File: src/hdl/opr_pkg.sv
// Package for the optimal page replacement unit: field widths, request and
// result structs, and the command/status structs between controller and datapath.
// No dependencies.
package opr_pkg;

  localparam int PAGE_W          = 16;
  localparam int IDX_W           = 6;
  localparam int SLOT_W          = 3;
  localparam int FAULT_W         = 7;
  localparam int FCOUNT_W        = 4;
  localparam int NF_W            = FCOUNT_W + 1;
  localparam int REF_DEPTH_DEF   = 64;
  localparam int FRAME_SLOTS_DEF = 8;

  localparam logic [FCOUNT_W-1:0] FCOUNT_RESET = FCOUNT_W'(3);

  typedef struct packed {
    logic [PAGE_W-1:0] page;
    logic              last;
  } in_item_t;

  typedef struct packed {
    logic [IDX_W-1:0]   ref_index;
    logic [PAGE_W-1:0]  ref_page;
    logic               hit;
    logic [SLOT_W-1:0]  slot;
    logic               evicted_valid;
    logic [PAGE_W-1:0]  evicted_page;
    logic [FAULT_W-1:0] fault_total;
    logic               final_res;
  } out_item_t;

  // Commands from the controller to the datapath.
  typedef struct packed {
    logic load;       // store the accepted request's page
    logic rd_cur;     // read the reference at the simulation position
    logic cmp_take;   // resolve a hit or a fill into a free frame and emit
    logic scan_init;  // latch the current page and set up the look-ahead scan
    logic scan_step;  // one look-ahead scan step
    logic evict;      // replace the victim frame and emit
  } opr_cmd_t;

  // Status from the datapath to the controller.
  typedef struct packed {
    logic hit;
    logic free_avail;
    logic scan_done;
    logic final_ref;
  } opr_stat_t;

endpackage

File: src/hdl/opr_ram.sv
// Generic simple dual-port RAM: one write port, one read port with registered data.
// No dependencies.
module opr_ram #(
  parameter int WIDTH = 16,
  parameter int DEPTH = 64
) (
  input  logic                     clk,
  input  logic                     wr_en,
  input  logic [$clog2(DEPTH)-1:0] wr_addr,
  input  logic [WIDTH-1:0]         wr_data,
  input  logic                     rd_en,
  input  logic [$clog2(DEPTH)-1:0] rd_addr,
  output logic [WIDTH-1:0]         rd_data
);

  logic [WIDTH-1:0] mem [DEPTH];

  always_ff @(posedge clk) begin
    if (wr_en) begin
      mem[wr_addr] <= wr_data;
    end
    if (rd_en) begin
      rd_data <= mem[rd_addr];
    end
  end

endmodule

File: src/hdl/opr_ctrl.sv
// Controller state machine of the optimal page replacement unit.
// Depends on opr_pkg for the command and status structs.
module opr_ctrl (
  input  logic               clk,
  input  logic               rst_n,
  input  logic               start,
  input  logic               in_last,
  input  opr_pkg::opr_stat_t stat_i,
  output opr_pkg::opr_cmd_t  cmd_o,
  output logic               busy
);

  import opr_pkg::*;

  typedef enum logic [4:0] {
    ST_LOAD  = 5'b00001,
    ST_FETCH = 5'b00010,
    ST_CMP   = 5'b00100,
    ST_SCAN  = 5'b01000,
    ST_EVICT = 5'b10000
  } state_t;

  state_t state_r, state_nxt;

  always_comb begin
    state_nxt = state_r;
    cmd_o     = '0;
    case (state_r)
      ST_LOAD: begin
        if (start) begin
          cmd_o.load = 1'b1;
          if (in_last) begin
            state_nxt = ST_FETCH;
          end
        end
      end
      ST_FETCH: begin
        cmd_o.rd_cur = 1'b1;
        state_nxt    = ST_CMP;
      end
      ST_CMP: begin
        if (stat_i.hit || stat_i.free_avail) begin
          cmd_o.cmp_take = 1'b1;
          state_nxt      = stat_i.final_ref ? ST_LOAD : ST_FETCH;
        end else begin
          cmd_o.scan_init = 1'b1;
          state_nxt       = ST_SCAN;
        end
      end
      ST_SCAN: begin
        cmd_o.scan_step = 1'b1;
        if (stat_i.scan_done) begin
          state_nxt = ST_EVICT;
        end
      end
      ST_EVICT: begin
        cmd_o.evict = 1'b1;
        state_nxt   = stat_i.final_ref ? ST_LOAD : ST_FETCH;
      end
      default: begin
        state_nxt = ST_LOAD;
      end
    endcase
  end

  always_ff @(posedge clk) begin
    if (!rst_n) begin
      state_r <= ST_LOAD;
    end else begin
      state_r <= state_nxt;
    end
  end

  assign busy = (state_r != ST_LOAD);

endmodule

File: src/hdl/opr_dp.sv
// Datapath of the optimal page replacement unit: reference store, frame table,
// look-ahead scan, fault counter and result register.
// Depends on opr_pkg and opr_ram.
module opr_dp #(
  parameter int REF_DEPTH   = opr_pkg::REF_DEPTH_DEF,
  parameter int FRAME_SLOTS = opr_pkg::FRAME_SLOTS_DEF
) (
  input  logic                           clk,
  input  logic                           rst_n,
  input  opr_pkg::in_item_t              in_data,
  input  logic                           cfg_we,
  input  logic [opr_pkg::FCOUNT_W-1:0]   cfg_data,
  input  opr_pkg::opr_cmd_t              cmd_i,
  output opr_pkg::opr_stat_t             stat_o,
  output logic                           out_valid,
  output opr_pkg::out_item_t             out_data
);

  import opr_pkg::*;

  localparam int AW = $clog2(REF_DEPTH);
  localparam int CW = $clog2(REF_DEPTH + 1);
  localparam int SW = (FRAME_SLOTS > 1) ? $clog2(FRAME_SLOTS) : 1;

  logic [FCOUNT_W-1:0] frame_count_r, frame_count_nxt;
  logic [CW-1:0]       count_r, count_nxt;
  logic [AW-1:0]       pos_r, pos_nxt;
  logic [CW-1:0]       k_r, k_nxt;
  logic                rd_pend_r, rd_pend_nxt;
  logic [PAGE_W-1:0]   cur_page_r, cur_page_nxt;
  logic [PAGE_W-1:0]   frame_page_r [FRAME_SLOTS];
  logic [PAGE_W-1:0]   frame_page_nxt [FRAME_SLOTS];
  logic [FRAME_SLOTS-1:0] frame_valid_r, frame_valid_nxt;
  logic [FRAME_SLOTS-1:0] found_r, found_nxt;
  logic [SW-1:0]       last_found_r, last_found_nxt;
  logic [FAULT_W-1:0]  fault_r, fault_nxt;
  logic                out_valid_r, out_valid_nxt;
  out_item_t           out_data_r, out_data_nxt;

  logic                wr_en;
  logic                rd_en;
  logic [AW-1:0]       rd_addr;
  logic [PAGE_W-1:0]   rd_data;

  logic [NF_W-1:0]        fc_ext;
  logic [NF_W-1:0]        nf;
  logic [FRAME_SLOTS-1:0] act;
  logic [FRAME_SLOTS-1:0] hit_vec;
  logic [FRAME_SLOTS-1:0] free_vec;
  logic [FRAME_SLOTS-1:0] smatch;
  logic [FRAME_SLOTS-1:0] unfound;
  logic [FRAME_SLOTS-1:0] found_upd;
  logic [SW-1:0]          free_idx;
  logic [SW-1:0]          smatch_idx;
  logic [SW-1:0]          unfound_idx;
  logic                   free_got;
  logic                   smatch_got;
  logic                   unfound_got;
  logic                   all_found_now;
  logic                   all_found_reg;
  logic                   scan_more;
  logic                   is_final;
  logic [SW-1:0]          victim;
  logic [FAULT_W-1:0]     fault_inc;

  opr_ram #(
    .WIDTH(PAGE_W),
    .DEPTH(REF_DEPTH)
  ) u_store (
    .clk     (clk),
    .wr_en   (wr_en),
    .wr_addr (count_r[AW-1:0]),
    .wr_data (in_data.page),
    .rd_en   (rd_en),
    .rd_addr (rd_addr),
    .rd_data (rd_data)
  );

  // Active frame count, clamped to 1..FRAME_SLOTS.
  always_comb begin
    fc_ext = {1'b0, frame_count_r};
    if (fc_ext == '0) begin
      nf = NF_W'(1);
    end else if (fc_ext > NF_W'(FRAME_SLOTS)) begin
      nf = NF_W'(FRAME_SLOTS);
    end else begin
      nf = fc_ext;
    end
  end

  // All frames are compared against the read data in parallel.
  always_comb begin
    for (int j = 0; j < FRAME_SLOTS; j++) begin
      act[j]      = NF_W'(j) < nf;
      hit_vec[j]  = frame_valid_r[j] && act[j] && (frame_page_r[j] == rd_data);
      free_vec[j] = act[j] && !frame_valid_r[j];
      smatch[j]   = rd_pend_r && act[j] && !found_r[j] && (frame_page_r[j] == rd_data);
      unfound[j]  = act[j] && !found_r[j];
    end
  end

  always_comb begin
    free_idx    = '0;
    smatch_idx  = '0;
    unfound_idx = '0;
    free_got    = 1'b0;
    smatch_got  = 1'b0;
    unfound_got = 1'b0;
    for (int j = 0; j < FRAME_SLOTS; j++) begin
      if (free_vec[j] && !free_got) begin
        free_idx = SW'(j);
        free_got = 1'b1;
      end
      if (smatch[j] && !smatch_got) begin
        smatch_idx = SW'(j);
        smatch_got = 1'b1;
      end
      if (unfound[j] && !unfound_got) begin
        unfound_idx = SW'(j);
        unfound_got = 1'b1;
      end
    end
  end

  // Resident pages are distinct, so the frame found last in the scan is the one
  // whose next use lies farthest ahead.
  assign found_upd     = found_r | smatch;
  assign all_found_now = ((found_upd & act) == act);
  assign all_found_reg = ((found_r & act) == act);
  assign scan_more     = (k_r < count_r);
  assign is_final      = ((CW'(pos_r) + CW'(1)) == count_r);
  assign victim        = all_found_reg ? last_found_r : unfound_idx;
  assign fault_inc     = fault_r + FAULT_W'(1);

  always_comb begin
    stat_o.hit        = |hit_vec;
    stat_o.free_avail = |free_vec;
    stat_o.scan_done  = all_found_now || (!scan_more && !rd_pend_r);
    stat_o.final_ref  = is_final;
  end

  always_comb begin
    frame_count_nxt = frame_count_r;
    count_nxt       = count_r;
    pos_nxt         = pos_r;
    k_nxt           = k_r;
    rd_pend_nxt     = rd_pend_r;
    cur_page_nxt    = cur_page_r;
    frame_page_nxt  = frame_page_r;
    frame_valid_nxt = frame_valid_r;
    found_nxt       = found_r;
    last_found_nxt  = last_found_r;
    fault_nxt       = fault_r;
    out_valid_nxt   = 1'b0;
    out_data_nxt    = out_data_r;
    wr_en           = 1'b0;
    rd_en           = 1'b0;
    rd_addr         = pos_r;

    if (cfg_we) begin
      frame_count_nxt = cfg_data;
    end

    // References past the store depth are dropped.
    if (cmd_i.load && (count_r < CW'(REF_DEPTH))) begin
      wr_en     = 1'b1;
      count_nxt = count_r + CW'(1);
    end

    if (cmd_i.rd_cur) begin
      rd_en = 1'b1;
    end

    if (cmd_i.cmp_take || cmd_i.evict) begin
      out_valid_nxt               = 1'b1;
      out_data_nxt.ref_index      = IDX_W'(pos_r);
      out_data_nxt.final_res      = is_final;
      out_data_nxt.evicted_valid  = 1'b0;
      out_data_nxt.evicted_page   = '0;
      out_data_nxt.slot           = '0;
      if (cmd_i.cmp_take) begin
        out_data_nxt.ref_page = rd_data;
        if (|hit_vec) begin
          out_data_nxt.hit         = 1'b1;
          out_data_nxt.fault_total = fault_r;
        end else begin
          out_data_nxt.hit          = 1'b0;
          out_data_nxt.slot         = SLOT_W'(free_idx);
          out_data_nxt.fault_total  = fault_inc;
          frame_page_nxt[free_idx]  = rd_data;
          frame_valid_nxt[free_idx] = 1'b1;
          fault_nxt                 = fault_inc;
        end
      end else begin
        out_data_nxt.ref_page      = cur_page_r;
        out_data_nxt.hit           = 1'b0;
        out_data_nxt.slot          = SLOT_W'(victim);
        out_data_nxt.evicted_valid = 1'b1;
        out_data_nxt.evicted_page  = frame_page_r[victim];
        out_data_nxt.fault_total   = fault_inc;
        frame_page_nxt[victim]     = cur_page_r;
        fault_nxt                  = fault_inc;
      end
      // The final result closes the run and frees the unit for a new string.
      if (is_final) begin
        count_nxt       = '0;
        pos_nxt         = '0;
        fault_nxt       = '0;
        frame_valid_nxt = '0;
      end else begin
        pos_nxt = pos_r + AW'(1);
      end
    end

    if (cmd_i.scan_init) begin
      cur_page_nxt = rd_data;
      k_nxt        = CW'(pos_r) + CW'(1);
      found_nxt    = '0;
      rd_pend_nxt  = 1'b0;
    end

    // Issue one read per cycle and compare the data of the previous read.
    if (cmd_i.scan_step) begin
      found_nxt = found_upd;
      if (smatch_got) begin
        last_found_nxt = smatch_idx;
      end
      rd_pend_nxt = scan_more;
      if (scan_more) begin
        rd_en   = 1'b1;
        rd_addr = k_r[AW-1:0];
        k_nxt   = k_r + CW'(1);
      end
    end
  end

  always_ff @(posedge clk) begin
    if (!rst_n) begin
      frame_count_r <= FCOUNT_RESET;
      count_r       <= '0;
      pos_r         <= '0;
      rd_pend_r     <= 1'b0;
      frame_valid_r <= '0;
      fault_r       <= '0;
      out_valid_r   <= 1'b0;
    end else begin
      frame_count_r <= frame_count_nxt;
      count_r       <= count_nxt;
      pos_r         <= pos_nxt;
      rd_pend_r     <= rd_pend_nxt;
      frame_valid_r <= frame_valid_nxt;
      fault_r       <= fault_nxt;
      out_valid_r   <= out_valid_nxt;
    end
  end

  always_ff @(posedge clk) begin
    k_r          <= k_nxt;
    cur_page_r   <= cur_page_nxt;
    frame_page_r <= frame_page_nxt;
    found_r      <= found_nxt;
    last_found_r <= last_found_nxt;
    out_data_r   <= out_data_nxt;
  end

  assign out_valid = out_valid_r;
  assign out_data  = out_data_r;

  // Resident pages stay distinct, so a lookup matches at most one frame.
  a_single_match: assert property (@(posedge clk) disable iff (!rst_n)
    (cmd_i.cmp_take || cmd_i.scan_init) |-> $onehot0(hit_vec))
    else $error("more than one frame holds the same page");

  // A replacement only happens with every active frame occupied.
  a_evict_full: assert property (@(posedge clk) disable iff (!rst_n)
    cmd_i.evict |-> ((frame_valid_r & act) == act))
    else $error("eviction while a frame is still free");

  // Faults never outnumber the references seen so far.
  a_fault_bound: assert property (@(posedge clk) disable iff (!rst_n)
    out_valid_r |-> (out_data_r.fault_total <=
                     (FAULT_W'(out_data_r.ref_index) + FAULT_W'(1))))
    else $error("fault total exceeds reference count");

  // After the final result the run state is cleared.
  a_run_cleared: assert property (@(posedge clk) disable iff (!rst_n)
    (out_valid_r && out_data_r.final_res) |-> ((count_r == '0) && (fault_r == '0)
                                               && (frame_valid_r == '0)))
    else $error("run state not cleared after final result");

endmodule

File: src/hdl/optimal_page_replacement_unit.sv
// Top level of the optimal (Belady) page replacement unit.
// Depends on opr_pkg, opr_ctrl and opr_dp (which holds the opr_ram reference store).
//
// Usage: pages of a reference string are sent one request per cycle with start
// while busy is low; each request is written to the reference store. The request
// that carries last starts the replacement simulation and raises busy until the
// final result has been given. Results come out in reference order, each on
// out_data for a single cycle marked by out_valid, and the receiver cannot stall
// them, so it must take every result in the cycle it appears. A reference that
// hits or fills a free frame passes through the fetch and compare states. A
// reference that has to evict goes through fetch, compare, scan and evict; the
// scan reads each later reference of the string in turn and stops early once
// every resident page has been seen again. The scan is paced by the single read
// port of the reference store, which delivers one stored reference per cycle to
// the parallel frame compare.
// There is no clearing pass after reset. The frame count register may be written
// whenever busy is low; cfg_ready follows that.
module optimal_page_replacement_unit #(
  parameter int REF_DEPTH   = opr_pkg::REF_DEPTH_DEF,
  parameter int FRAME_SLOTS = opr_pkg::FRAME_SLOTS_DEF
) (
  input  logic                         clk,
  input  logic                         rst_n,
  input  logic                         start,
  output logic                         busy,
  input  opr_pkg::in_item_t            in_data,
  output logic                         out_valid,
  output opr_pkg::out_item_t           out_data,
  input  logic                         cfg_valid,
  output logic                         cfg_ready,
  input  logic [opr_pkg::FCOUNT_W-1:0] cfg_data
);

  import opr_pkg::*;

  opr_cmd_t  cmd;
  opr_stat_t stat;

  // Configuration is only taken while busy is low, outside the replacement simulation.
  assign cfg_ready = ~busy;

  opr_ctrl u_ctrl (
    .clk     (clk),
    .rst_n   (rst_n),
    .start   (start),
    .in_last (in_data.last),
    .stat_i  (stat),
    .cmd_o   (cmd),
    .busy    (busy)
  );

  opr_dp #(
    .REF_DEPTH   (REF_DEPTH),
    .FRAME_SLOTS (FRAME_SLOTS)
  ) u_dp (
    .clk       (clk),
    .rst_n     (rst_n),
    .in_data   (in_data),
    .cfg_we    (cfg_valid & cfg_ready),
    .cfg_data  (cfg_data),
    .cmd_i     (cmd),
    .stat_o    (stat),
    .out_valid (out_valid),
    .out_data  (out_data)
  );

endmodule
File: config.mk
export PLATFORM = sky130hd
export DESIGN_NAME = optimal_page_replacement_unit
export DESIGN_NICKNAME = d
export VERILOG_FILES = /design/src/hdl/opr_pkg.sv /design/src/hdl/opr_ram.sv /design/src/hdl/opr_ctrl.sv /design/src/hdl/opr_dp.sv /design/src/hdl/optimal_page_replacement_unit.sv
export SDC_FILE = /design/constraint.sdc
export NUM_CORES = 2
export LEC_CHECK = 0
export BUFFER_PORTS_ARGS = -buffer_cell sky130_fd_sc_hd__buf_2
export CORE_MARGIN = 3
export CORE_UTILIZATION = 40
export CTS_BUF_LIST = sky130_fd_sc_hd__clkbuf_16
export DETAILED_ROUTE_END_ITERATION = 12
export GPL_TIMING_DRIVEN = 0
export PLACE_DENSITY = 0.56
export SLEW_MARGIN = 15
export SYNTH_ARGS = -nofsm -noshare
export SYNTH_HDL_FRONTEND = slang
export SYNTH_HIERARCHICAL = 1
export SYNTH_SLANG_ARGS = --single-unit
File: constraint.sdc
create_clock -name clk -period 4.5 [get_ports clk]
set_input_delay 0.675 -clock clk [delete_from_list [all_inputs] [get_ports clk]]
set_output_delay 0.675 -clock clk [all_outputs]
set_load 0.02 [all_outputs]
==> metrics.md <==
| Metric | Value |
|---|---|
| Status | `finished clean` |
| Leading post-synthesis cells by cell area | `edfxtp_1 (69%), mux4_2 (9.2%), xnor2_1 (2.3%), mux2i_1 (1.8%), dfxtp_1 (1.7%)` |
| DRT iter0 DRCs | `approximately 3,200` |
| Largest family of logic cells by synthesized area | `multiplexers` |
| DR vias | `about 31,000` |
| Setup TNS | `0 ns` |
| Post-route ant nets | `0` |
| CP Data Arrival Time | `about 4.9 ns` |
| Worst R2R Setup Slack | `0.07 ns` |
| Vias in the first global route | `30,400` |
| Post-synth EDFFs | `1,246` |
| Post-synthesis mux area share | `0.122` |
| Clk root buf | `clkbuf_16` |
| CP delay by family, top | `compound AO/OA/AOI/OAI gates` |
| Final worst slack | `0.0672 ns` |
| Fin area | `0.0640 mm^2` |
| Die H | `374 um` |
| Clock Sinks | `1,292` |
| WL/cell | `~28 um` |
| Post-synth net total | `3,204` |
| Sequential power share | `0.495` |
| Hold WS | `0.154 ns` |
| Synth top area share | `0.692` |
| Clk buf depth | `3` |
| Slew Limit Fails | `0` |
| Post-Place Setup Slack | `-1.51 ns` |
| HPWL after detailed placement | `105,000 um` |
| # setup viols final | `0` |
| R2R Path Start | `u_dp/count_r[1]` |
| Die Wd | `374 um` |
| Post-Synth Adder-Cell Area | `0.00231` |
| Synthesis-stage register bit count | `1,292` |
| # nets final | `3,536` |
| Slowest CP cell | `mux4_2` |
| Share of layout cells above drive strength 1 | `0.273` |
| Synth Area per Inst | `17.1 um^2` |
| XOR/XNOR share of the synthesized area | `0.0254` |
| Total GRT Usage | `0.216` |
| Crit start category | `register` |
| Fill cells | `11,300` |
| CP endpoint kind | `register` |
| Sink of the worst hold path | `u_ctrl/state_r[0]` |
| Peak VDD IR | `0.459 mV` |
| Initial antenna violation count | `2` |
| Fin util | `0.479` |
| CTS tree | `done` |
| RSZ-0062 raised after global routing | `yes` |
| FF-to-FF path depth | `17` |
| R2R Path End | `u_dp/u_store/rd_data[15]` |
| Switch share | `0.236` |
| Compound-Gate Fraction of Synth Area | `0.0579` |
| Ports | `79` |
| Area grow syn2layout | `18.5%` |
| Sw power | `6.42 mW` |
| Hold Startpoint | `rst_n` |
| Placed insts | `5,090` |
| Simple-Gate Fraction of Synth Area | `0.0575` |
| TritonCTS Buffers | `141` |
| Final hold violations | `0` |
| Setup CP Type | `register to register` |
| Total Power | `around 27 mW` |
| Cells after Synth | `3,169` |
| Async SR Flop Fraction | `0` |
| First-pass GRT wire length | `219,000 um` |
| Grt total ovfl | `0` |
| Yosys top cell by area | `edfxtp_1` |
| Yosys warnings | `6` |
| Leak pwr | `between 20 and 25 nW` |
| Largest net degree at the start of global routing | `65` |
| Clock Skews | `0.0375 ns` |
| Reg clk slew, reported paths | `0.06 ns` |
| Placement row count | `134` |
| Total of max-cap violations | `0` |
| Max Fclk | `roughly 230 MHz` |
| Worst hold path depth | `2` |
| Worst-path fanout max | `10` |
| Most used cell, CP | `a21o_1` |
| Initial core utilization | `0.404` |
| Crit path cell chain | `inv_1 -> ha_1 -> a21o_1 -> a21o_1 -> a21o_1 -> a211o_1 -> a21oi_4 -> buf_6 -> mux2_4 -> buf_12 -> buf_16 -> buf_4 -> mux4_2 -> nor2b_1 -> a211o_1 -> a31oi_2 -> a311oi_2` |
| Core ar. | `roughly 0.13 mm^2` |
| CP required | `4.98 ns` |
| Finished Layout Cells | `between 5,000 and 6,000` |
| Final Cycle Share | `0.985` |
| PwrDens | `425 mW/mm^2` |
| Total wire length | `152,000 um` |
| Max stage delay on crit path | `approximately 0.40 ns` |
| Top_reg_cell synth | `edfxtp_1` |
| Worst min-delay path class | `primary input to register` |
| DRC | `0` |
| Sequential cell area fraction in the yosys report | `0.709` |
| DRT Pass-1 Iters | `6` |
| Vias/cell | `5.72` |
| Clk pwr share | `0.416` |
| Combinational power share | `0.089` |
| Worst Path Buf+Inv | `5` |
| Worst-Skew Late Latency | `just under 0.8 ns` |
| DP Area | `0.0580 mm^2` |
| H-tree depth | `4` |
| # port buffers | `78` |
| Int Pwr | `20.8 mW` |
| Min Tclk post-route | `4.43 ns` |
| Cell area after synthesis | `0.0541 mm^2` |
| Least-Margin Pin Slew | `1.25 ns` |
| Die ar. | `0.140 mm^2` |
| Routability cong. | `0.955` |
| Unique masters post-synth | `83` |
| Max transition margin | `0.164` |
==> state kept, by name, indices dropped and copies added, names as in the netlist, 3 cells and up <==
register              count
u_dp/u_store/mem       1024
u_dp/fault_r              7
u_dp/pos_r                6
u_dp/frame_count_r        4
u_dp/found_r              8
u_dp/out_data            51
u_dp/k_r                  7
u_dp/count_r              7
u_dp/frame_valid_r        8
u_dp/frame_page_r       128
u_dp/cur_page_r          16
u_ctrl/state_r            5
u_dp/u_store/rd_data     16
u_dp/last_found_r         3
==> worst max-delay path by stage <==
stage / from / end / slack (ns) / depth (start not counted)
after floorplan: u_dp/frame_count_r[1] / u_dp/frame_page_r[48] / 0.25 / 13
after CTS: u_dp/frame_count_r[3] / u_dp/frame_page_r[120] / -0.11 / 11
after global routing: u_ctrl/state_r[4] / u_dp/u_store/mem[22][15] / -0.09 / 9
after global placement: u_dp/u_store/rd_data[7] / u_dp/frame_page_r[88] / -1.92 / 13
final: u_dp/count_r[1] / u_dp/u_store/rd_data[15] / 0.07 / 17
after detailed placement: u_dp/u_store/rd_data[7] / u_dp/count_r[2] / -1.51 / 16
==> logic make-up (layout without fill, tap and decap cells) <==
logic type	count (synthesis)	in the layout
DFF	1292	1292
and+or+nand+nor	632	632
AOI/OAI and AO/OA	462	462
muxes	370	370
buffers and inverters	251	696
xor gates and xnor gates	152	152
adders and majority gates	10	10
other	0	1
==> power by group through the flow <==
stage | registers (mW) | logic (mW) | clock network (mW)
after floorplan | 13.7 | 1.31 | 0
final | 13.5 | 2.42 | 11.3
after global placement | 13.7 | 2.16 | 0
after detailed placement | 13.7 | 2.23 | 0
after CTS | 13.5 | 2.34 | 11.6
after global routing | 13.5 | 2.56 | 12.1
==> synthesized netlist by cell type (11+ instances only) <==
master	instances
inv_1	49
nor2_1	137
buf_4	34
edfxtp_1	1246
mux2i_1	98
dfxtp_1	46
xnor2_1	141
nand2b_1	15
o21a_1	12
nor3_1	17
buf_6	18
nand4_1	49
a32o_1	22
clkbuf_1	78
a211oi_1	14
a211o_1	11
a221oi_1	18
and3_1	14
mux2_2	48
mux4_2	220
a22oi_1	58
a21oi_1	59
nand3_1	48
a222oi_1	16
a22o_1	22
nor2b_1	42
o21ai_0	152
nand2_1	234
a31oi_1	28
buf_2	55
==> timing repair <==
item | CTS | global route
buffers inserted | 8 | 27
resized for setup | 187 | 70
pin swaps | 24 | 29
endpoints found under the setup margin | 372 | 145
gates cloned | 0 | 1
hold buffers | 0 | 0
==> per-layer routing <==
metal | track usage | part of all wire | vias up
met5 | 0 | 0 | -
met3 | 0.0392 | 0.062 | 230
met2 | 0.365 | 0.50 | 1178
met1 | 0.281 | 0.40 | 16100
met4 | 0.0769 | 0.034 | 0
li1 | - | - | 13300
==> placed cells by master, fill, tap and decap left out, types with 12 or more instances in the layout <==
cell,netlist,final
buf_4,34,96
a22oi_1,58,41
clkinv_2,0,20
mux2_2,48,46
buf_6,18,42
dfxtp_1,46,43
mux4_2,220,220
o21a_1,12,12
xnor2_1,141,141
nand4_1,49,49
clkinv_1,1,34
and3_1,14,14
nand3_1,48,48
bufinv_16,0,12
buf_8,3,55
nor2_1,137,68
nor3_1,17,13
nand2_1,234,234
a31oi_1,28,20
nand2b_1,15,15
inv_1,49,77
clkbuf_1,78,64
o21ai_0,152,144
clkbuf_16,0,143
nor2b_1,42,41
a22o_1,22,22
edfxtp_1,1246,1246
nor2_2,6,69
mux2i_1,98,85
a222oi_1,16,16
a32o_1,22,21
a22oi_2,0,17
a21oi_1,59,53
buf_2,55,92
==> cell type report <==
| type | instances | area (um^2) | area share |
|---|---|---|---|
| Multi-Input combinational cell | 1626 | 15400 | 0.241 |
| Clock buffer | 143 | 3580 | 0.0559 |
| Antenna cell | 1 | 2.50 | 0.0000391 |
| Clock inverter | 113 | 1000 | 0.0156 |
| Tap cell | 1768 | 2210 | 0.0345 |
| Timing Repair inverter | 1 | 8.76 | 0.000137 |
| Timing Repair Buffer | 188 | 1760 | 0.0275 |
| Buffer | 201 | 1490 | 0.0232 |
| Sequential cell | 1292 | 38300 | 0.599 |
| Inverter | 50 | 204 | 0.00318 |
(Power assumes the default switching activity.)
